`config.mk`:
```
export PLATFORM = sky130hd
export DESIGN_NAME = sst_mod
export DESIGN_NICKNAME = d
export VERILOG_FILES = /design/src/rtl/core/sst_pkg.sv /design/src/rtl/core/sst_mod.sv
export SDC_FILE = /design/constraint.sdc
export NUM_CORES = 2
export LEC_CHECK = 0
export ABC_AREA = 1
export BUFFER_PORTS_ARGS = -buffer_cell sky130_fd_sc_hd__buf_2
export CAP_MARGIN = 20
export CELL_PAD_IN_SITES_DETAIL_PLACEMENT = 1
export CELL_PAD_IN_SITES_GLOBAL_PLACEMENT = 1
export CORE_MARGIN = 2
export CORE_UTILIZATION = 51
export CTS_CLUSTER_SIZE = 28
export DETAILED_ROUTE_END_ITERATION = 16
export PLACE_DENSITY = 0.82
export SLEW_MARGIN = 40
export SYNTH_ARGS = -nofsm -noshare
export SYNTH_HDL_FRONTEND = slang
export SYNTH_SLANG_ARGS = --single-unit
```
`constraint.sdc`:
```
create_clock -name clk -period 97.5 [get_ports clk]
set_input_delay 9.75 -clock clk [delete_from_list [all_inputs] [get_ports clk]]
set_output_delay 9.75 -clock clk [all_outputs]
set_load 0.05 [all_outputs]
```
`src/rtl/core/sst_pkg.sv`:
```
// Shared types, constants and helper functions of the swerve steering target optimiser.
package sst_pkg;

  // Configuration register indexes.
  typedef enum logic [1:0] {
    REG_CPR      = 2'd0,
    REG_DEADBAND = 2'd1,
    REG_ERPM_K   = 2'd2
  } cfg_reg_t;

  localparam logic [20:0] CPR_RESET      = 21'd8192;
  localparam logic [14:0] DEADBAND_RESET = 15'd50;
  localparam logic [31:0] ERPM_K_RESET   = 32'd65536;

  // Angles are held in hundredths of a degree times the counts per revolution.
  localparam logic [36:0] UNITS_PER_COUNT = 37'd36000;
  localparam logic [36:0] HALF_TURN_HUND  = 37'd18000;
  localparam logic [36:0] FOLD_LIMIT_HUND = 37'd9500;

  localparam logic signed [17:0] ANG_TURN = 18'sd36000;

  // Pipelined remainder: four quotient bits per stage over the 32-bit magnitude.
  localparam int unsigned ENC_W      = 32;
  localparam int unsigned MOD_BITS   = 4;
  localparam int unsigned MOD_STAGES = ENC_W / MOD_BITS;

  // Division by 36000 is a shift by five and a reciprocal multiply for 1125.
  localparam logic [31:0]        RECIP_1125 = 32'd3909374677;
  localparam int unsigned        RECIP_SH   = 42;
  localparam logic [31:0]        DIV_1125   = 32'd1125;
  localparam logic signed [38:0] DIV_OFFSET = 39'sd1179648000;
  localparam logic signed [22:0] Q_OFFSET   = 23'sd1048576;

  localparam logic signed [33:0] SAT_MAX = 34'sd2147483647;
  localparam logic signed [33:0] SAT_MIN = -34'sd2147483648;

  typedef struct packed {
    logic [20:0] cpr;
    logic [14:0] deadband;
    logic [31:0] erpm_k;
    logic [36:0] period;
    logic [36:0] half;
    logic [36:0] lim;
  } cfg_t;

  typedef struct packed {
    logic               cmd;
    logic [1:0]         wheel;
    logic signed [31:0] enc;
    logic               neg;
    logic [31:0]        dvd;
    logic [20:0]        rem;
    logic [15:0]        ang;
    logic               drive_on;
    logic               spd_neg;
    logic [15:0]        spd_mag;
    logic [30:0]        emag;
    logic signed [21:0] h;
    logic [36:0]        ac;
    logic signed [38:0] x;
    logic               rev;
    logic [31:0]        u;
    logic               low_nz;
    logic [21:0]        q;
    logic               rnz;
    logic signed [33:0] tsum;
    logic signed [31:0] erpm;
  } pipe_t;

  // Target angle reduced into [0, 36000).
  function automatic logic [15:0] ang_wrap(input logic signed [16:0] ang);
    logic signed [17:0] a;
    logic signed [17:0] t;
    a = 18'(ang);
    if (a < -ANG_TURN) begin
      t = a + 18'(2 * ANG_TURN);
    end else if (a < 18'sd0) begin
      t = a + ANG_TURN;
    end else if (a >= ANG_TURN) begin
      t = a - ANG_TURN;
    end else begin
      t = a;
    end
    return t[15:0];
  endfunction

  // Four restoring remainder steps; rem stays below div.
  function automatic logic [20:0] mod_step(input logic [20:0] rem, input logic [3:0] bits,
                                           input logic [20:0] div);
    logic [21:0] t;
    logic [20:0] r;
    r = rem;
    for (int i = MOD_BITS - 1; i >= 0; i--) begin
      t = {r, bits[i[1:0]]};
      if (t >= {1'b0, div}) begin
        t = t - {1'b0, div};
      end
      r = t[20:0];
    end
    return r;
  endfunction

endpackage

```
`src/rtl/core/sst_mod.sv`:
```
// Pipelined remainder of the encoder magnitude by the counts per revolution.
module sst_mod (
  input  logic           clk,
  input  logic           rst_n,
  input  logic [20:0]    cpr,
  input  logic           up_valid,
  output logic           up_ready,
  input  sst_pkg::pipe_t up_pipe,
  output logic           dn_valid,
  input  logic           dn_ready,
  output sst_pkg::pipe_t dn_pipe
);
  import sst_pkg::*;

  logic  v_r   [MOD_STAGES];
  pipe_t p_r   [MOD_STAGES];
  logic  src_v [MOD_STAGES];
  pipe_t src_p [MOD_STAGES];
  logic  ld    [MOD_STAGES+1];
  pipe_t p_nxt [MOD_STAGES];

  assign ld[MOD_STAGES] = dn_ready;

  for (genvar k = 0; k < MOD_STAGES; k++) begin : g_st
    if (k == 0) begin : g_first
      assign src_v[k] = up_valid;
      assign src_p[k] = up_pipe;
    end else begin : g_next
      assign src_v[k] = v_r[k-1];
      assign src_p[k] = p_r[k-1];
    end

    // A stage loads when it is empty or its content moves on in the same cycle.
    assign ld[k] = !v_r[k] || ld[k+1];

    always_comb begin
      p_nxt[k]     = src_p[k];
      p_nxt[k].rem = mod_step(src_p[k].rem, src_p[k].dvd[ENC_W-1 -: MOD_BITS], cpr);
      p_nxt[k].dvd = src_p[k].dvd << MOD_BITS;
    end

    always_ff @(posedge clk) begin
      if (!rst_n) begin
        v_r[k] <= 1'b0;
      end else if (ld[k]) begin
        v_r[k] <= src_v[k];
      end
    end

    always_ff @(posedge clk) begin
      if (ld[k]) begin
        p_r[k] <= p_nxt[k];
      end
    end
  end

  assign up_ready = ld[0];
  assign dn_valid = v_r[MOD_STAGES-1];
  assign dn_pipe  = p_r[MOD_STAGES-1];

endmodule

```
Word level (Yosys, flattened, before mapping) --
Memories as Yosys holds them, arrays and structs flattened. Index checks and enable logic that the tools add are counted. Widths: inputs -> output; s select.
Operators by class: order comparisons 32, bitwise logic cells 8, reduce and logical (&&, ||, !) cells 16, add/sub/neg operators 32, muxes and demuxes 73
Operators with widths (number):
- $ge 22x21->1 | 32
- $mux 21 | 32
- $sub 21x21->21 | 32
- $mux 1 | 41
- $logic_not 1->1 | 8
- $logic_or 1x1->1 | 8
- $or 1x1->1 | 8
Word-level totals: output and inout port bits 377, register bits 0, logic and storage cells 163, RAM bits 2976, bits of input ports 400, memories kept 2
Memory list:
- p_r | depth 8, width 371, read ports 8, clocked after memory_dff 0, wr ports 8, RTL line sst_mod.sv:16 | pipe_t p_r [MOD_STAGES];
- v_r | depth 8, width 1, read ports 8, clocked after memory_dff 0, wr ports 8, RTL line sst_mod.sv:15 | logic v_r [MOD_STAGES];

Longest topological paths before layout --
An unclocked memory read counts as a cell.
depth in word-level cells 14, gate-level depth with buffers 68, mapped depth without buffers 64

Least setup slack after synthesis --
No wires, ideal clock.
path kind input -> output, from in dn_ready, to out up_ready, stages on the path 12, required time 87.750 ns, arrival time 58.246 ns, path buffers 0, path slack 29.504 ns, cell sequence nor2_1 > inv_1 > nor2_1 > nand2_1 > inv_1 > nand2_1 > nor2_1 > inv_1 > nor2_1 > nand2_1 > inv_1 > nand2_1
RTL lines:
- from (decl) | RTL line sst_mod.sv:10 | input logic dn_ready,
- to (decl) | RTL line sst_mod.sv:7 | output logic up_ready,

==> metrics <==
CP dominant cell by count=nor2_1; Setup TNS Final=0 ps; hold endpoint=p_r[0][1349]; CP Max Fanout=87; Setup CP Type=in2out; Hold Path Class=reg2reg; worst-skew pair later-pin latency=940 ps; Syn Std Cell Area=roughly 130000 um^2; Hold Crit Start=p_r[0][978]; Layout area overhead=11.3%; status=completed; Worst EP required=87750 ps; Post-synth ARST share=0%; Detail Route Antenna Nets=0; r2r startpoint=p_r[0][705]; DR DRC count=0; Final Cell Area=149000 um^2; root buf cell=clkbuf_16; critical path, cell by cell=buf_2 > nor2_1 > inv_8 > nor2_1 > nand2_8 > inv_1 > nand2_4 > nor2_1 > inv_8 > buf_16 > nor2_2 > nand2_8 > inv_1 > nand2_4 > buf_2; flops & latches, synth=~2900; hold slack=354 ps; number of cells upsized or downsized after cts=0; Hold Vio Cnt, Final=0; DR vias/cell=5.70; r2r setup slk=about 86000 ps; Worst R2R End=p_r[0][1039]; Area after DPL=~140000 um^2; Worst Path Arrival=15560 ps; worst slew pin tran=874 ps; Clock Sinks=2864; port bufs=between 700 and 800; post-synthesis sequential area ratio=64.4%; initial DRC count=7925; Total Routing Usage GR=32.1%; R2R depth=51; Mapped Avg Cell Area=11.5 um^2; Tmin final=25310 ps; Syn Inst Count=between 10000 and 15000; WL/cell=27.8 um; Slew headroom=41.7%; hold depth=0; pin count of the biggest net entering global routing=125; max-slew violations=0; DP HPWL=291000 um; Post-synth EDFFs=2863; IO Count=roughly 800; Crit-path slowest cell=nor2_1; fin nets=13340; FMAX=39.5 MHz; Clock H-tree levels=5; CP peak stage delay=680 ps; initial antenna violation count=106; maxcap violations=0; die width=516 um; via count=91209; Final Cycle Share=between 20% and 30%; Crit. End Element=output port; ys flop type=edfxtp_1; clock buffer depth=4; Clock Skew=127 ps; fraction of layout cells with a size suffix above 1=11.1%; global-route wire length before repair=625000 um; core area=260000 um^2; number of cell rows=roughly 190; CTS Buf Count=282; Yosys warning total=0; Final setup viols=0; fillers=27083; setup bufs post-CTS=0; Setup crit start kind=input port; final wirelength=445000 um; die height=516 um; commonest non-fill, non-tap cell in the layout=nand2_1; CTS tree=yes; RSZ-0062 raised after global routing=no; routability cong.=0.937; die area=around 270000 um^2; TritonRoute pass-1 iters=6; commonest non-fill, non-tap cells in the layout=3019 x nand2_1, 2863 x edfxtp_1, 979 x inv_1; cts hold-fix bufs=0; gr ovfl total=0; vias in the first global route=94244; Unique masters post-synth=59; clock-pin slew of the registers on the worst-case setup and hold paths=70 ps; Starting Density=51.4%
==> state kept, by name, indices dropped and copies added (netlist names) <==
register and count:
p_r 2856, v_r 8
==> worst max-delay path by stage <==
stage / cells after the start / endpoint / slack (ps) / from
CTS: 15 / up_ready / 71790 / dn_ready
finish: 15 / up_ready / 72190 / dn_ready
global route: 15 / up_ready / 71810 / dn_ready
global placement: 14 / up_ready / 72000 / dn_ready
detailed placement: 15 / up_ready / 71990 / dn_ready
floorplan: 12 / up_ready / 29500 / dn_ready
==> worst max-delay path, delay by kind of cell <==
| family | cells | cell delay (ps) |
|---|---|---|
| buffers and inverters | 7 | 1800 |
| AND/OR/NAND/NOR | 8 | 3940 |
==> metrics by stage <==
| step | utilization (%) | cells | worst slack [ps] |
|---|---|---|---|
| final | 57.2 | 16013 | 72190 |
| after global placement | 53.5 | 15441 | 72000 |
| after CTS | 57.0 | 15938 | 71790 |
| after global routing | 57.1 | 15967 | 71810 |
| after detailed placement | 53.6 | 15446 | 71990 |
| after floorplan | - | 11611 | 29500 |
==> per-layer routing <==
metal,vias to the layer above,share of wire [%],track usage (%)
met5,-,0.092,0
met4,62,4.5,12.8
met3,1013,7.7,6.61
met2,3818,49,55.0
met1,45054,38,39.5
li1,41262,-,-
==> Yosys cell counts, types with 20 or more instances <==
| master | instances | area share [%] |
|---|---|---|
| a21o_1 | 42 | 0.24 |
| a21oi_1 | 662 | 2.5 |
| a31oi_1 | 45 | 0.21 |
| buf_2 | 71 | 0.27 |
| buf_4 | 410 | 2.3 |
| clkbuf_1 | 20 | 0.056 |
| edfxtp_1 | 2863 | 64 |
| fa_1 | 32 | 0.48 |
| ha_1 | 672 | 6.3 |
| inv_1 | 1003 | 2.8 |
| nand2_1 | 3027 | 8.5 |
| nand3_1 | 514 | 1.9 |
| nand3b_1 | 45 | 0.25 |
| nand4_1 | 144 | 0.67 |
| nor2_1 | 612 | 1.7 |
| nor3_1 | 72 | 0.27 |
| nor4_1 | 51 | 0.24 |
| o211ai_1 | 20 | 0.11 |
| o21a_1 | 33 | 0.19 |
| o21ai_0 | 428 | 1.6 |
| o21ai_1 | 49 | 0.18 |
| o21bai_1 | 65 | 0.37 |
| or2_2 | 36 | 0.17 |
| xnor2_1 | 235 | 1.5 |
| xor2_1 | 283 | 1.9 |
==> final cells by class <==
class	instances	area (um^2)	area share, %
antenna	73	183	0.123
clock buffer	354	7460	5.02
clock inverter	138	1480	0.993
inverter	1019	3860	2.60
multi-input combinational	7218	40400	27.2
sequential	2864	86000	57.9
tap	3496	4370	2.94
timing repair buffer	851	4840	3.26
==> kinds of logic after synthesis <==
kind of cell	after synthesis	synth area share, %
flops	2864	64.4
other cells	1	0.00281
fa+ha+maj	704	6.77
buf+inv	1529	5.55
compound gates	1407	5.76
xor+xnor	518	3.40
simple gates	4557	14.1
Power is not shown: default switching activity piles up to over one toggle a cycle in this logic, so the estimate is an artifact.
