`src/rtl/core/sst_pkg.sv`:
```
// Shared types, constants and helper functions of the swerve steering target optimiser.
package sst_pkg;

  // Configuration register indexes.
  typedef enum logic [1:0] {
    REG_CPR      = 2'd0,
    REG_DEADBAND = 2'd1,
    REG_ERPM_K   = 2'd2
  } cfg_reg_t;

  localparam logic [20:0] CPR_RESET      = 21'd8192;
  localparam logic [14:0] DEADBAND_RESET = 15'd50;
  localparam logic [31:0] ERPM_K_RESET   = 32'd65536;

  // Angles are held in hundredths of a degree times the counts per revolution.
  localparam logic [36:0] UNITS_PER_COUNT = 37'd36000;
  localparam logic [36:0] HALF_TURN_HUND  = 37'd18000;
  localparam logic [36:0] FOLD_LIMIT_HUND = 37'd9500;

  localparam logic signed [17:0] ANG_TURN = 18'sd36000;

  // Pipelined remainder: four quotient bits per stage over the 32-bit magnitude.
  localparam int unsigned ENC_W      = 32;
  localparam int unsigned MOD_BITS   = 4;
  localparam int unsigned MOD_STAGES = ENC_W / MOD_BITS;

  // Division by 36000 is a shift by five and a reciprocal multiply for 1125.
  localparam logic [31:0]        RECIP_1125 = 32'd3909374677;
  localparam int unsigned        RECIP_SH   = 42;
  localparam logic [31:0]        DIV_1125   = 32'd1125;
  localparam logic signed [38:0] DIV_OFFSET = 39'sd1179648000;
  localparam logic signed [22:0] Q_OFFSET   = 23'sd1048576;

  localparam logic signed [33:0] SAT_MAX = 34'sd2147483647;
  localparam logic signed [33:0] SAT_MIN = -34'sd2147483648;

  typedef struct packed {
    logic [20:0] cpr;
    logic [14:0] deadband;
    logic [31:0] erpm_k;
    logic [36:0] period;
    logic [36:0] half;
    logic [36:0] lim;
  } cfg_t;

  typedef struct packed {
    logic               cmd;
    logic [1:0]         wheel;
    logic signed [31:0] enc;
    logic               neg;
    logic [31:0]        dvd;
    logic [20:0]        rem;
    logic [15:0]        ang;
    logic               drive_on;
    logic               spd_neg;
    logic [15:0]        spd_mag;
    logic [30:0]        emag;
    logic signed [21:0] h;
    logic [36:0]        ac;
    logic signed [38:0] x;
    logic               rev;
    logic [31:0]        u;
    logic               low_nz;
    logic [21:0]        q;
    logic               rnz;
    logic signed [33:0] tsum;
    logic signed [31:0] erpm;
  } pipe_t;

  // Target angle reduced into [0, 36000).
  function automatic logic [15:0] ang_wrap(input logic signed [16:0] ang);
    logic signed [17:0] a;
    logic signed [17:0] t;
    a = 18'(ang);
    if (a < -ANG_TURN) begin
      t = a + 18'(2 * ANG_TURN);
    end else if (a < 18'sd0) begin
      t = a + ANG_TURN;
    end else if (a >= ANG_TURN) begin
      t = a - ANG_TURN;
    end else begin
      t = a;
    end
    return t[15:0];
  endfunction

  // Four restoring remainder steps; rem stays below div.
  function automatic logic [20:0] mod_step(input logic [20:0] rem, input logic [3:0] bits,
                                           input logic [20:0] div);
    logic [21:0] t;
    logic [20:0] r;
    r = rem;
    for (int i = MOD_BITS - 1; i >= 0; i--) begin
      t = {r, bits[i[1:0]]};
      if (t >= {1'b0, div}) begin
        t = t - {1'b0, div};
      end
      r = t[20:0];
    end
    return r;
  endfunction

endpackage

```
`src/rtl/core/sst_if.sv`:
```


interface sst_cfg_if;
  logic        valid;
  logic        ready;
  logic [1:0]  index;
  logic [31:0] data;

  modport source (output valid, index, data, input ready);
  modport sink (input valid, index, data, output ready);
endinterface

```
`src/rtl/core/sst_cfg.sv`:
```
// Configuration registers and the per-revolution products derived from them.
module sst_cfg (
  input  logic          clk,
  input  logic          rst_n,
  sst_cfg_if.sink       cfg_ch,
  output sst_pkg::cfg_t cfg
);
  import sst_pkg::*;

  logic [20:0] cpr_r;
  logic [14:0] db_r;
  logic [31:0] ek_r;
  logic [36:0] period_r;
  logic [36:0] half_r;
  logic [36:0] lim_r;

  assign cfg_ch.ready = 1'b1;

  always_ff @(posedge clk) begin
    if (!rst_n) begin
      cpr_r <= CPR_RESET;
      db_r  <= DEADBAND_RESET;
      ek_r  <= ERPM_K_RESET;
    end else if (cfg_ch.valid) begin
      unique case (cfg_reg_t'(cfg_ch.index))
        REG_CPR: begin
          // A zero revolution size behaves as one count.
          cpr_r <= (cfg_ch.data[20:0] == 21'd0) ? 21'd1 : cfg_ch.data[20:0];
        end
        REG_DEADBAND: db_r <= cfg_ch.data[14:0];
        REG_ERPM_K:   ek_r <= cfg_ch.data;
        default: ;
      endcase
    end
  end

  // The products are registered from the revolution size and follow it in the next cycle.
  always_ff @(posedge clk) begin
    if (!rst_n) begin
      period_r <= 37'(37'(CPR_RESET) * UNITS_PER_COUNT);
      half_r   <= 37'(37'(CPR_RESET) * HALF_TURN_HUND);
      lim_r    <= 37'(37'(CPR_RESET) * FOLD_LIMIT_HUND);
    end else begin
      period_r <= 37'(37'(cpr_r) * UNITS_PER_COUNT);
      half_r   <= 37'(37'(cpr_r) * HALF_TURN_HUND);
      lim_r    <= 37'(37'(cpr_r) * FOLD_LIMIT_HUND);
    end
  end

  assign cfg.cpr      = cpr_r;
  assign cfg.deadband = db_r;
  assign cfg.erpm_k   = ek_r;
  assign cfg.period   = period_r;
  assign cfg.half     = half_r;
  assign cfg.lim      = lim_r;

endmodule

```
`src/flat_wrapper.sv`:
```
// flat-port wrapper written by rule: the top's interface ports become plain ports
module sst_cfg_flat import sst_pkg::*;
  (clk, rst_n, cfg, cfg_ch_valid, cfg_ch_index, cfg_ch_data, cfg_ch_ready);
  sst_cfg_if cfg_ch_i ();
  input  logic clk;
  input  logic rst_n;
  output sst_pkg::cfg_t cfg;
  input wire logic [$bits(cfg_ch_i.valid)-1:0] cfg_ch_valid;
  input wire logic [$bits(cfg_ch_i.index)-1:0] cfg_ch_index;
  input wire logic [$bits(cfg_ch_i.data)-1:0] cfg_ch_data;
  output wire logic [$bits(cfg_ch_i.ready)-1:0] cfg_ch_ready;
  assign cfg_ch_i.valid = cfg_ch_valid;
  assign cfg_ch_i.index = cfg_ch_index;
  assign cfg_ch_i.data = cfg_ch_data;
  assign cfg_ch_ready = cfg_ch_i.ready;
  sst_cfg u_core (.clk(clk), .rst_n(rst_n), .cfg_ch(cfg_ch_i), .cfg(cfg));
endmodule
```
`config.mk`:
```
export PLATFORM = sky130hd
export DESIGN_NAME = sst_cfg_flat
export DESIGN_NICKNAME = d
export VERILOG_FILES = /design/src/rtl/core/sst_pkg.sv /design/src/rtl/core/sst_if.sv /design/src/rtl/core/sst_cfg.sv /design/src/flat_wrapper.sv
export SDC_FILE = /design/constraint.sdc
export NUM_CORES = 1
export LEC_CHECK = 0
export ABC_AREA = 1
export BUFFER_PORTS_ARGS = -buffer_cell sky130_fd_sc_hd__buf_2
export CORE_ASPECT_RATIO = 0.9
export CORE_MARGIN = 5
export CORE_UTILIZATION = 45
export DETAILED_ROUTE_END_ITERATION = 6
export PLACE_DENSITY = 0.67
export SETUP_SLACK_MARGIN = 0.2
export SLEW_MARGIN = 20
export SYNTH_ARGS = -nofsm -noshare
export SYNTH_HDL_FRONTEND = slang
export SYNTH_SLANG_ARGS = --single-unit
```
`constraint.sdc`:
```
create_clock -name clk -period 9.8 [get_ports clk]
set_input_delay 1.47 -clock clk [delete_from_list [all_inputs] [get_ports clk]]
set_output_delay 1.47 -clock clk [all_outputs]
set_load 0.01 [all_outputs]
```
After elaboration in Yosys (flattened, before gate mapping)
Cells that the tools add are included.
Widths: inputs -> output; s select.
Word-level totals
  word-level logic and storage cells: 20
  input bits: 37
  flip-flop bits (word level): 179
  output and inout bits: 180
Operators by class
  multiplexer cells: 1
  equality and inequality tests: 2
  reductions and logical operators: 5
  multipliers: 3
Operators by type and width (count)
  $mul 21x11->32 const B: 2
  $mul 21x12->33 const B: 1
  $logic_not 21->1: 1
  $mux 21: 1
  $reduce_and 2->1: 3
  $eq 2x1->1 const B: 1
  $eq 2x2->1 const B: 1
  $logic_not 2->1: 1

Logic depth before layout (Yosys ltp)
Gate-level depths: netlist of run 1.
  depth after elaboration: 2
  depth in mapped cells: 21
  gate-level depth less buffers: 21

Least setup slack after synthesis of run 1
No wires, ideal clock.
  path kind: flip-flop to flip-flop
  start: register u_core.cpr_r[16]
  end: register u_core.period_r[35]
  setup time: 115 ps
  data required time: 9685 ps
  setup slack: 5744 ps
  buffers on the path: 0
  clock period less this slack: 4056 ps
  arrival: 3941 ps
  stages on the path, launching flop included: 17
  cells stage by stage: dfxtp_1 > ha_1 > ha_1 > fa_1 > fa_1 > inv_1 > fa_1 > inv_1 > ha_1 > nand2_1 > inv_1 > a21oi_1 > nand2_1 > a21oi_1 > nand3_1 > nand2_1 > nor2_1
Between the ends
  cells in the longest elaborated chain, start to end: 1
Ends and longest elaborated chain
  start: declaration: line sst_cfg.sv:10  | logic [20:0] cpr_r;
  start signal: assignment: line sst_cfg.sv:28  | cpr_r <= (cfg_ch.data[20:0] == 21'd0) ? 21'd1 : cfg_ch.data[20:0];
  $mul 21x11->32: line sst_cfg.sv:44  | period_r <= 37'(37'(cpr_r) * UNITS_PER_COUNT);
  end signal: assignment: line sst_cfg.sv:40  | period_r <= 37'(37'(CPR_RESET) * UNITS_PER_COUNT);
  end signal: assignment: line sst_cfg.sv:44
  end: declaration: line sst_cfg.sv:13  | logic [36:0] period_r;
No other way between the ends.
A chain may end at the register's enable or synchronous reset.

Worst setup path in the final report of run 1
  start: register u_core.cpr_r[10]
  end: register u_core.period_r[30]
The elaborated chain is that of the path after synthesis.

==> results of run 1 <==
flip-flops by register name, summed over array words and instances (netlist names):
signal           cells
u_core.lim_r        33
u_core.db_r         15
u_core.ek_r         32
u_core.period_r     31
u_core.cpr_r        21
synth_stat cells, types with 3 or more instances:
library cell and number:
o21ai_0 71, nor2_1 150, nand2_2 12, clkbuf_1 12
inv_1 423, a21o_1 3, ha_1 233, o21bai_1 4
nand3_2 14, nor4_1 4, a21oi_1 101, a211oi_1 3
nor2_2 17, or2_0 3, buf_4 50, inv_2 12
nand3_1 53, dfxtp_1 132, nand2_1 386, o21ai_1 5
nand4_1 3, and2_1 4, fa_1 115, buf_2 9
worst min path at each step:
stage	end	slack [ns]
2_1_floorplan	u_core.db_r[0]	0.49
3_3_place_gp	u_core.db_r[6]	0.45
3_5_place_dp	u_core.db_r[8]	0.45
4_1_cts	u_core.db_r[8]	0.47
5_1_grt	u_core.db_r[8]	0.48
6_report	u_core.db_r[8]	0.47
metrics by stage:
stage,cell area (um2),hold WS (ns),util [%],worst slack [ns],cells
2_1_floorplan,13880,0.4900,-,5.744,1860
3_3_place_gp,14920,0.4503,49.57,5.187,2393
3_5_place_dp,14920,0.4534,49.57,5.161,2393
4_1_cts,15520,0.4692,51.57,5.155,2425
5_1_grt,15520,0.4831,51.57,4.875,2425
6_report,15520,0.4714,51.57,5.136,2425
layer usage:
metal  vias up  global-route usage (%)  routed length, um
met2       367                   33.65              15800
met5         -                       0                  0
met4         0                   5.148                603
met1      5347                   28.63              16620
met3        32                   4.560               2480
li1       5896                       -                  -
cell type report:
cell class	instances	area (um2)	area share [%]
clock buffer	18	439.2	2.829
clock inverter	14	163.9	1.056
inverter	437	1640	10.57
multi-input combinational	1217	9104	58.64
sequential	132	2643	17.02
tap	403	504.2	3.248
timing repair buffer	204	1031	6.641
power breakdown:
part	total (mW)	internal (mW)	switching, mW
combinational	0.952	0.344	0.608
clock	0.675	0.389	0.286
sequential	0.651	0.604	0.0468
logic make-up after synthesis:
kind of cell	share of synthesized area [%]
adder cells (fa/ha/maj)	37.73
XOR/XNOR	0.1267
AO/OA/AOI/OAI	7.284
flip-flops	19.11
buffers and inverters	15.40
other	0.05431
AND/OR/NAND/NOR	20.29
worst max-delay path, delay by kind of cell (launching register included):
kind | cells | cell delay (ns)
AND/OR/NAND/NOR | 9 | 0.98
adder cells (fa/ha/maj) | 6 | 2.64
flip-flops | 1 | 0.85
buffers and inverters | 2 | 0.09
==> metrics.csv, run 1 <==
stage;metric;value;unit
run_status;outcome;complete, no violations;
grt;overflow;0;
synth;synth_edf_count;0;
cts;htreeDepth;4;
worst_setup_path;rr_worst_depth;17;
worst_setup_path;critPathRequiredTime;10.13;ns
drt;finalWirelength;35.51;mm
cts;post_cts_resized;0;
sta;final-hold-violation-count;0;
synth;ys_ff_latch;132;
sta;setup_viol;0;
floorplan;fp.dieW;194.8;um
drt;drtPass1Iterations;5;
cts;cts_tree;done;
sta;finalMaxSlewViolations;0;
worst_setup_path;slowest_delay;0.85;ns
cts;clk_pin_slew;0.07;ns
worst_setup_path;crit_arrival;5.00;ns
floorplan;fp-row-count;60;
placement;dp.final_hpwl;28.86;mm
worst_setup_path;worst-r2r-setup-slack;5.14;ns
layout;fillers;2969;
sta;fin_tns_setup;0;ns
placement;place_congestion;0.8915;
worst_setup_path;cp_common_cell;nand2_1;
min_path;hold_path.class;flip-flop to flip-flop;
synth;async_reset_ff_share;0;%
power_and_ir_drop;leakage;9.426;nW
worst_setup_path;critPathLaunchType;flip-flop;
cts;cts.sinks;132;
synth;postSynthAreaPerCell;7.486;um2
floorplan;start_util;45.93;%
synth;synthFlopType;dfxtp_1;
cts;clock_path_buffers;2;
drt;wl_per_cell;14.64;um
worst_setup_path;endpoint;u_core.period_r[30];
worst_setup_path;r2r-start;u_core.cpr_r[10];
worst_setup_path;cp-startpoint;u_core.cpr_r[10];
synth;post_synth_inst_count;1847;
power_and_ir_drop;power-per-cell-area;146.8;nW/um2
power_and_ir_drop;vdd_drop_max;132.0;uV
cts;cts-root-buf;clkbuf_16;
synth;ys_types;42;
cts;post_cts_buffers;0;
cts;worst_skew_pair.late_latency;0.44;ns
synth;ys_warn_count;0;
layout;final_common_cell;inv_1;
floorplan;ios;217;
sta;slew_headroom;42.31;%
sta;rsz0062_at_grt;no;
worst_setup_path;reg2reg_to;u_core.period_r[30];
min_path;hp-start;u_core.db_r[8];
layout;fin_nets;2394;
worst_setup_path;critPathMaxFanout;13;
sta;finClkSkew;0.01026;ns
grt;grt_pass1_vias;11585;
floorplan;die_area;34340;um2
synth;post-synth-top-area-fraction;21.08;%
grt;antenna_found_initial;0;
min_path;holdPathStages;2;
synth;synth_area;13830;um2
grt;grt_start_max_net_pins;74;
layout;antenna_cells;0;
layout;final_cell_mix;423 x inv_1, 386 x nand2_1, 233 x ha_1, 200 x buf_2, 150 x nor2_1;
floorplan;fp.coreArea;30100;um2
drt;via_per_inst;4.801;
grt;grt_pass1_wl;58.34;mm
synth;synth_largest_area_cell;ha_1;
worst_setup_path;end_kind;flip-flop;
power_and_ir_drop;fin_total_pwr;2.279;mW
worst_setup_path;slowest_stage;dfxtp_1;
cts;numCtsBuffers;17;
worst_setup_path;cp_cell_sequence;ha_1 -> ha_1 -> fa_1 -> fa_1 -> inv_1 -> fa_1 -> inv_1 -> ha_1 -> nand2_1 -> nor2_1 -> nand2_1 -> nor2_1 -> nand2_1 -> nand3_1 -> nand2_1 -> nand2_1 -> nor2_1;
drt;detail-route-antenna-nets;0;
drt;vias;11642;
synth;synth.top_cells.by_area;ha_1 21%, dfxtp_1 19%, fa_1 17%;
sta;max_clock_freq;214.4;MHz
placement;io_buffers;201;
job;drv_cap;0;
layout;drive_gt1_share;14.84;%
synth;ys_seq_area_share;19.11;%
grt;track_usage;20.83;%
drt;drc;0;
sta;post-route-period-util;47.60;%
layout;area_growth;12.28;%
cts;cts_hold_buf;0;
worst_setup_path;critPathKind;flip-flop to flip-flop;
floorplan;die_h;176.3;um
sta;tightest_slew;0.8600;ns
sta;period_minus_slack;4.664;ns
drt;initialDrtViolationCount;563;
No activity file was read; power rests on OpenSTA's default activity.
==> run 2: changes to the inputs <==
- PLACE_DENSITY: 0.67 -> 0.69
- clock period: 9.8 -> 4.13 ns (I/O delays scaled with it)
==> run 2 against run 1 <==
Net effect: sequential share of layout area down 1.9 points; critical path depth up 2; highest routed layer unchanged; combinational power increased to 3.5 times the previous value; sequential power up 130%.
==> metrics.csv, run 2 (synthesized netlist as in run 1, its figures left out) <==
stage;metric;value;unit;change
sta;tightest_slew;1.009;ns;+0.1494 ns
layout;regMostFlops;u_core.lim_r;;
sta;rsz0062_at_grt;yes;;
layout;fin_area;17800;um2;+15%
sta;post-route-period-util;94.20;%;+47 points
sta;final-hold-violation-count;0;;unchanged
grt;overflow;0;;unchanged
cts;htreeDepth;4;;unchanged
job;drv_cap;0;;unchanged
worst_setup_path;critPathLaunchType;flip-flop;;
sta;period_minus_slack;3.890;ns;-0.7739 ns
floorplan;fp-row-count;60;;unchanged
worst_setup_path;end_kind;flip-flop;;
layout;final_util;59.14;%;+7.6 points
worst_setup_path;critPathKind;flip-flop to flip-flop;;
worst_setup_path;crit_buf_inv;4;;+2
floorplan;start_util;45.93;%;unchanged
floorplan;die_area;34340;um2;unchanged
drt;via_per_inst;4.951;;+3.1%
power_and_ir_drop;vdd_drop_max;243.1;uV;+84%
worst_setup_path;slowest_delay;0.51;ns;-0.34 ns
layout;fin_nets;2479;;+3.6%
layout;area_growth;28.76;%;
worst_setup_path;slowest_stage;fa_1;;
cts;cts.sinks;132;;unchanged
worst_setup_path;cp_cell_sequence;buf_12 -> buf_4 -> ha_4 -> ha_4 -> fa_1 -> fa_1 -> inv_2 -> fa_1 -> inv_2 -> ha_4 -> nand2_2 -> nand2_4 -> a21oi_4 -> nor2_1 -> nor2_1 -> nand3_2 -> nand2_1 -> nand2_1 -> nor2_1;;
drt;initialDrtViolationCount;694;;+23%
worst_setup_path;critPathMaxFanout;5;;-8
drt;drtPass1Iterations;6;;+1
drt;vias;12427;;+6.7%
power_and_ir_drop;fin_total_pwr;6.335;mW;+180%
sta;setup_viol;0;;unchanged
power_and_ir_drop;power-per-cell-area;355.8;nW/um2;+140%
min_path;hold_path.class;primary input to flip-flop;;
floorplan;die_h;176.3;um;unchanged
floorplan;ios;217;;unchanged
cts;numCtsBuffers;17;;unchanged
grt;grt_start_max_net_pins;62;;-16%
layout;final_cell_mix;409 x inv_1, 309 x nand2_1, 200 x buf_2, 168 x ha_1, 127 x nor2_1;;
worst_setup_path;crit_arrival;4.27;ns;-0.73 ns
grt;grt_pass1_vias;11988;;+3.5%
drt;drc;0;;unchanged
cts;clk_pin_slew;0.08;ns;about the same
power_and_ir_drop;leakage;10.03;nW;+6.4%
layout;largest_register_ffs;33;;unchanged
drt;finalWirelength;40.29;mm;+13%
grt;grt_pass1_wl;60.29;mm;+3.3%
cts;worst_skew_pair.late_latency;0.43;ns;about the same
worst_setup_path;worst-r2r-setup-slack;0.24;ns;-4.90 ns
drt;detail-route-antenna-nets;0;;unchanged
layout;drive_gt1_share;29.38;%;+15 points
floorplan;fp.coreArea;30100;um2;unchanged
layout;antenna_cells;0;;unchanged
cts;clock_path_buffers;2;;unchanged
sta;finClkSkew;0.01787;ns;+0.007606 ns
grt;antenna_found_initial;0;;unchanged
layout;fillers;2591;;-13%
run_status;outcome;complete, no violations;;
placement;dp.final_hpwl;30.02;mm;+4.0%
worst_setup_path;critical_path.top_delay_family;adder cells;;
floorplan;fp.dieW;194.8;um;unchanged
placement;place_area;15350;um2;+2.8%
cts;cts-root-buf;clkbuf_16;;
drt;wl_per_cell;16.05;um;+9.6%
worst_setup_path;critPathRequiredTime;4.51;ns;-5.62 ns
layout;final_common_cell;inv_1;;
sta;finalMaxSlewViolations;0;;unchanged
placement;place_congestion;0.9494;;+6.5%
sta;max_clock_freq;257.0;MHz;+20%
placement;io_buffers;201;;unchanged
sta;fin_tns_setup;0;ns;unchanged
grt;track_usage;21.46;%;+0.63 points
layout;largestRegisters;u_core.lim_r (33), u_core.ek_r (32), u_core.period_r (31);;
cts;cts_tree;done;;
sta;slew_headroom;32.29;%;-10 points
==> run 2: final cells by class <==
cell class	instances	area (um2)	area share [%]
multi-input cells	1217	10630	59.68
flip-flops and latches	132	2695	15.14
clock buffers	19	442.9	2.488
well taps	403	504.2	2.832
inverters	437	1640	9.214
repair buffers	289	1773	9.959
clock inverters	13	122.6	0.6887
==> run 2: per-layer routing <==
| layer | share of wire, % | wire (um) | global-route usage [%] | up-vias |
|---|---|---|---|---|
| li1 | - | - | - | 6075 |
| met1 | 44 | 17890 | 29.75 | 5872 |
| met2 | 46 | 18690 | 34.35 | 429 |
| met3 | 7.4 | 2988 | 5.152 | 51 |
| met4 | 1.8 | 720 | 4.654 | 0 |
| met5 | 0 | 0 | 0 | - |
==> run 2: repair_timing <==
item                                    CTS  global route
hold buffers                              0             0
pin swaps                                11           123
endpoints found under the setup margin   40            42
setup buffers                             2            32
resized for setup                        64           262
==> run 2: metrics by stage <==
| step | setup WS (ns) | hold WS (ns) | cells |
|---|---|---|---|
| CTS | 0.1699 | 0.3990 | 2478 |
| global placement | -0.004892 | 0.4529 | 2444 |
| detailed placement | -0.02539 | 0.4559 | 2444 |
| finish | 0.2396 | 0.4150 | 2510 |
| global route | 0.08517 | 0.4121 | 2510 |
| floorplan | 0.2586 | 0.4900 | 1860 |
==> run 2: worst paths after layout <==
check | start | endpoint | depth (start not counted)
worst max-delay path | u_core.cpr_r[14] | u_core.lim_r[29] | 19
worst min-delay path | cfg_ch_data[29] | u_core.ek_r[29] | 3
worst max register to register | u_core.cpr_r[14] | u_core.lim_r[29] | 19
worst min register to register | u_core.db_r[0] | u_core.db_r[0] | 2
==> run 2: power breakdown <==
part	total (mW)	switching, mW	internal, mW
Sequential	1.52	0.0851	1.43
Combinational	3.29	1.96	1.33
Clock	1.53	0.681	0.853
==> run 2: worst min-delay path, stage by stage <==
cell	delay, ns
buf_2	0.08
nor2_1	0.03
nor2_1	0.08
==> run 3: changes to the inputs <==
- ABC_AREA: 1 -> 0
- CORE_MARGIN: 5 -> default
- PLACE_DENSITY: 0.69 -> 0.7
==> run 3 against run 2 <==
Net effect: the run now ends with design-rule violations, negative setup slack left; total power shrank 25%; register-to-register slack lost 0.70 ns; synthesized cell count fell by 25%; die area is 16% lower; area after synthesis down 8.1%; clock skew is 0.0083 ns lower; final cell count decreased by 15%; combinational power decreased by 44%; clock power down 5%; worst hold slack lost 0.0047 ns; core utilization rose by 5.8 points; largest cell class unchanged.
==> metrics.csv, run 3 <==
stage;metric;value;unit;change
synth;synth_area;12700;um2;-8.1%
worst_setup_path;critPathLaunchType;flip-flop;;
drt;finalWirelength;36.01;mm;-11%
floorplan;fp.dieW;179.1;um;-8.0%
sta;post-route-period-util;111.2;%;+17 points
grt;grt_busiest_layer;met2;;
synth;ys_seq_area_share;20.80;%;+1.7 points
layout;drive_gt1_share;38.24;%;+8.9 points
sta;finClkSkew;0.009527;ns;-0.008340 ns
layout;final_cell_mix;228 x inv_1, 200 x buf_2, 177 x buf_4, 169 x nand2_1, 159 x ha_1;;
layout;area_growth;40.07;%;
drt;via_per_inst;5.096;;+2.9%
placement;place_worst_setup_slack;-0.4033;ns;-0.3779 ns
cts;htreeDepth;4;;unchanged
worst_setup_path;critical_path.top_delay_family;adder cells;;
grt;grt_start_max_net_pins;114;;+84%
layout;fin_nets;2154;;-13%
worst_setup_path;cp_cell_sequence;buf_12 -> ha_4 -> ha_4 -> inv_2 -> fa_1 -> inv_1 -> fa_1 -> inv_1 -> fa_1 -> inv_2 -> ha_4 -> a21oi_2 -> o21ai_2 -> or3_1 -> a41oi_2 -> buf_4 -> o21ba_4 -> o21ai_4 -> a21oi_2 -> xor2_1 -> nand2_1;;
synth;synth_edf_count;0;;unchanged
synth;async_reset_ff_share;0;%;unchanged
cts;clk_pin_slew;0.06;ns;-0.02 ns
sta;tightest_slew;1.037;ns;+0.02803 ns
worst_setup_path;critPathKind;flip-flop to flip-flop;;
power_and_ir_drop;fin_total_pwr;4.726;mW;-25%
grt;track_usage;24.19;%;+2.7 points
grt;gr-usage-met2;42.26;%;+7.9 points
min_path;holdPathEnd;u_core.ek_r[24];;
worst_setup_path;reg2reg_to;u_core.lim_r[23];;
layout;largest_register_ffs;33;;unchanged
sta;max_clock_freq;217.8;MHz;-15%
sta;final-hold-violation-count;0;;unchanged
power_and_ir_drop;leakage;9.311;nW;-7.2%
sta;period_minus_slack;4.591;ns;+0.7007 ns
layout;final_common_cell;inv_1;;
layout;largestRegisters;u_core.lim_r (33), u_core.ek_r (32), u_core.period_r (31);;
drt;drc;26;;+26
synth;synth_common_cells;247 x inv_1, 233 x ha_1, 175 x nand2_1, 132 x dfxtp_1, 115 x fa_1;;
placement;place_congestion;0.8464;;-11%
synth;post_synth_inst_count;1392;;-25%
worst_setup_path;rr_worst_depth;21;;+2
placement;io_buffers;201;;unchanged
min_path;hold_path.class;primary input to flip-flop;;
worst_setup_path;worst-r2r-setup-slack;-0.46;ns;-0.70 ns
floorplan;ios;217;;unchanged
worst_setup_path;crit_arrival;4.91;ns;+0.64 ns
cts;cts-root-buf;clkbuf_16;;
sta;setup_ws;-0.4611;ns;-0.7007 ns
layout;final_util;64.97;%;+5.8 points
grt;gr-usage-met3;4.002;%;-1.1 points
synth;postSynthAreaPerCell;9.125;um2;+22%
synth;synth_largest_area_cell;ha_1;;
run_status;outcome;finished, violations left;;
floorplan;die_h;161.4;um;-8.5%
grt;grt_pass1_vias;11045;;-7.9%
layout;antenna_cells;0;;unchanged
worst_setup_path;r2r-start;u_core.cpr_r[6];;
power_and_ir_drop;power-per-cell-area;265.6;nW/um2;-25%
synth;synth_most_common_cell;inv_1;;
min_path;holdPathStages;3;;unchanged
grt;use_met1;30.66;%;+0.92 points
worst_setup_path;end_kind;flip-flop;;
grt;antenna_found_initial;0;;unchanged
synth;synth.top_cells.by_area;ha_1 23%, dfxtp_1 21%, fa_1 18%;;
synth;ys_types;66;;+57%
floorplan;fp.coreArea;27390;um2;-9.0%
synth;ys_ff_latch;132;;unchanged
floorplan;die_area;28900;um2;-16%
job;drv_cap;0;;unchanged
worst_setup_path;slowest_stage;fa_1;;
cts;cts.sinks;132;;unchanged
worst_setup_path;critPathMaxFanout;5;;unchanged
cts;cts_tree;done;;
sta;finalMaxSlewViolations;0;;unchanged
drt;wl_per_cell;16.87;um;+5.1%
synth;post-synth-top-area-fraction;22.95;%;+1.9 points
sta;fin_tns_setup;-7.837;ns;-7.837 ns
sta;hold_ws;0.4103;ns;-0.004714 ns
placement;dp.final_hpwl;24.63;mm;-18%
min_path;hp-start;cfg_ch_data[24];;
power_and_ir_drop;vdd_drop_max;255.9;uV;+5.3%
synth;ys_warn_count;0;;unchanged
worst_setup_path;critPathRequiredTime;4.45;ns;-0.06 ns
cts;numCtsBuffers;17;;unchanged
sta;rsz0062_at_grt;yes;;
cts;worst_skew_pair.late_latency;0.44;ns;about the same
synth;synthFlopType;dfxtp_1;;
sta;setup_viol;32;;+32
layout;regMostFlops;u_core.lim_r;;
drt;vias;10881;;-12%
drt;detail-route-antenna-nets;0;;unchanged
run_status;violations;design-rule violations, negative setup slack;;
drt;initialDrtViolationCount;463;;-33%
grt;overflow;0;;unchanged
grt;grt_pass1_wl;54.71;mm;-9.2%
worst_setup_path;slowest_delay;0.49;ns;-0.02 ns
cts;clock_path_buffers;2;;unchanged
sta;slew_headroom;30.84;%;-1.5 points
floorplan;start_util;46.38;%;+0.45 points
worst_setup_path;crit_buf_inv;6;;+2
drt;drtPass1Iterations;7;;+1
floorplan;fp-row-count;57;;-5.0%
[run 3: what timing repair did]
| item | CTS | global route |
|---|---|---|
| buffers inserted | 31 | 36 |
| cloned | 1 | 0 |
| endpoints found under the hold margin | 0 | 0 |
| gates resized for setup | 98 | 106 |
| hold buffers | 0 | 0 |
| pin swaps | 72 | 89 |
| setup endpoints to repair | 37 | 42 |
[run 3: cell families (layout without fill, tap and decap cells)]
logic type      Yosys count  count (layout)  synth area share (%)
compound gates          223             223                 12.43
mux                       2               2                0.1576
flops                   132             132                 20.80
buf+inv                 336             712                 11.38
fa+ha+maj               348             348                 41.08
simple gates            310             310                 11.41
xor+xnor                 39              39                 2.689
other cells               2              15               0.05912
[run 3: per-layer routing]
| layer | vias to the layer above | wire length (um) |
|---|---|---|
| met4 | 0 | 743 |
| li1 | 5208 | - |
| met1 | 5366 | 15250 |
| met5 | - | 0 |
| met3 | 58 | 1262 |
| met2 | 249 | 18760 |
[run 3: worst register-to-register path: stages (launching register included)]
cell	delay (ns)
dfxtp_4	0.38
buf_12	0.14
ha_4	0.24
ha_4	0.26
inv_2	0.03
fa_1	0.47
inv_1	0.05
fa_1	0.48
inv_1	0.05
fa_1	0.49
inv_2	0.05
ha_4	0.25
a21oi_2	0.13
o21ai_2	0.08
or3_1	0.34
a41oi_2	0.28
buf_4	0.17
o21ba_4	0.15
o21ai_4	0.08
a21oi_2	0.14
xor2_1	0.15
nand2_1	0.06
[run 3: where the power goes]
| part | total (mW) | leakage (nW) | internal (mW) | switching [mW] |
|---|---|---|---|---|
| Combinational | 1.85 | 7.95 | 0.887 | 0.965 |
| Sequential | 1.41 | 1.09 | 1.36 | 0.0490 |
| Clock | 1.46 | 0.272 | 0.806 | 0.655 |
[run 3: how the worst max path moves through the flow]
stage               startpoint             endpoint  slack, ns  cells after the start
4_1_cts        u_core.cpr_r[6]  u_core.period_r[35]      -0.31                     20
3_5_place_dp   u_core.cpr_r[6]  u_core.period_r[35]      -0.40                     20
3_3_place_gp   u_core.cpr_r[8]     u_core.lim_r[33]      -0.30                     16
5_1_grt        u_core.cpr_r[6]     u_core.lim_r[23]      -0.59                     21
2_1_floorplan  u_core.cpr_r[6]     u_core.lim_r[32]      -0.17                     20
6_report       u_core.cpr_r[6]     u_core.lim_r[23]      -0.46                     21
[run 3: area by class of cell]
| class | count | area, um2 |
|---|---|---|
| clock buffers | 19 | 452.9 |
| inverters | 248 | 930.9 |
| flip-flops and latches | 132 | 2701 |
| fillers | 2112 | 9594 |
| repair buffers | 433 | 3078 |
| multi-input cells | 937 | 10090 |
| well taps | 354 | 442.9 |
| clock inverters | 12 | 93.84 |
[run 3: per-stage QoR]
step / std cells / cell area [um2]
finish: 2135 / 17790
global placement: 2036 / 15480
floorplan: 1405 / 13300
CTS: 2099 / 16950
detailed placement: 2036 / 15480
global route: 2135 / 17790
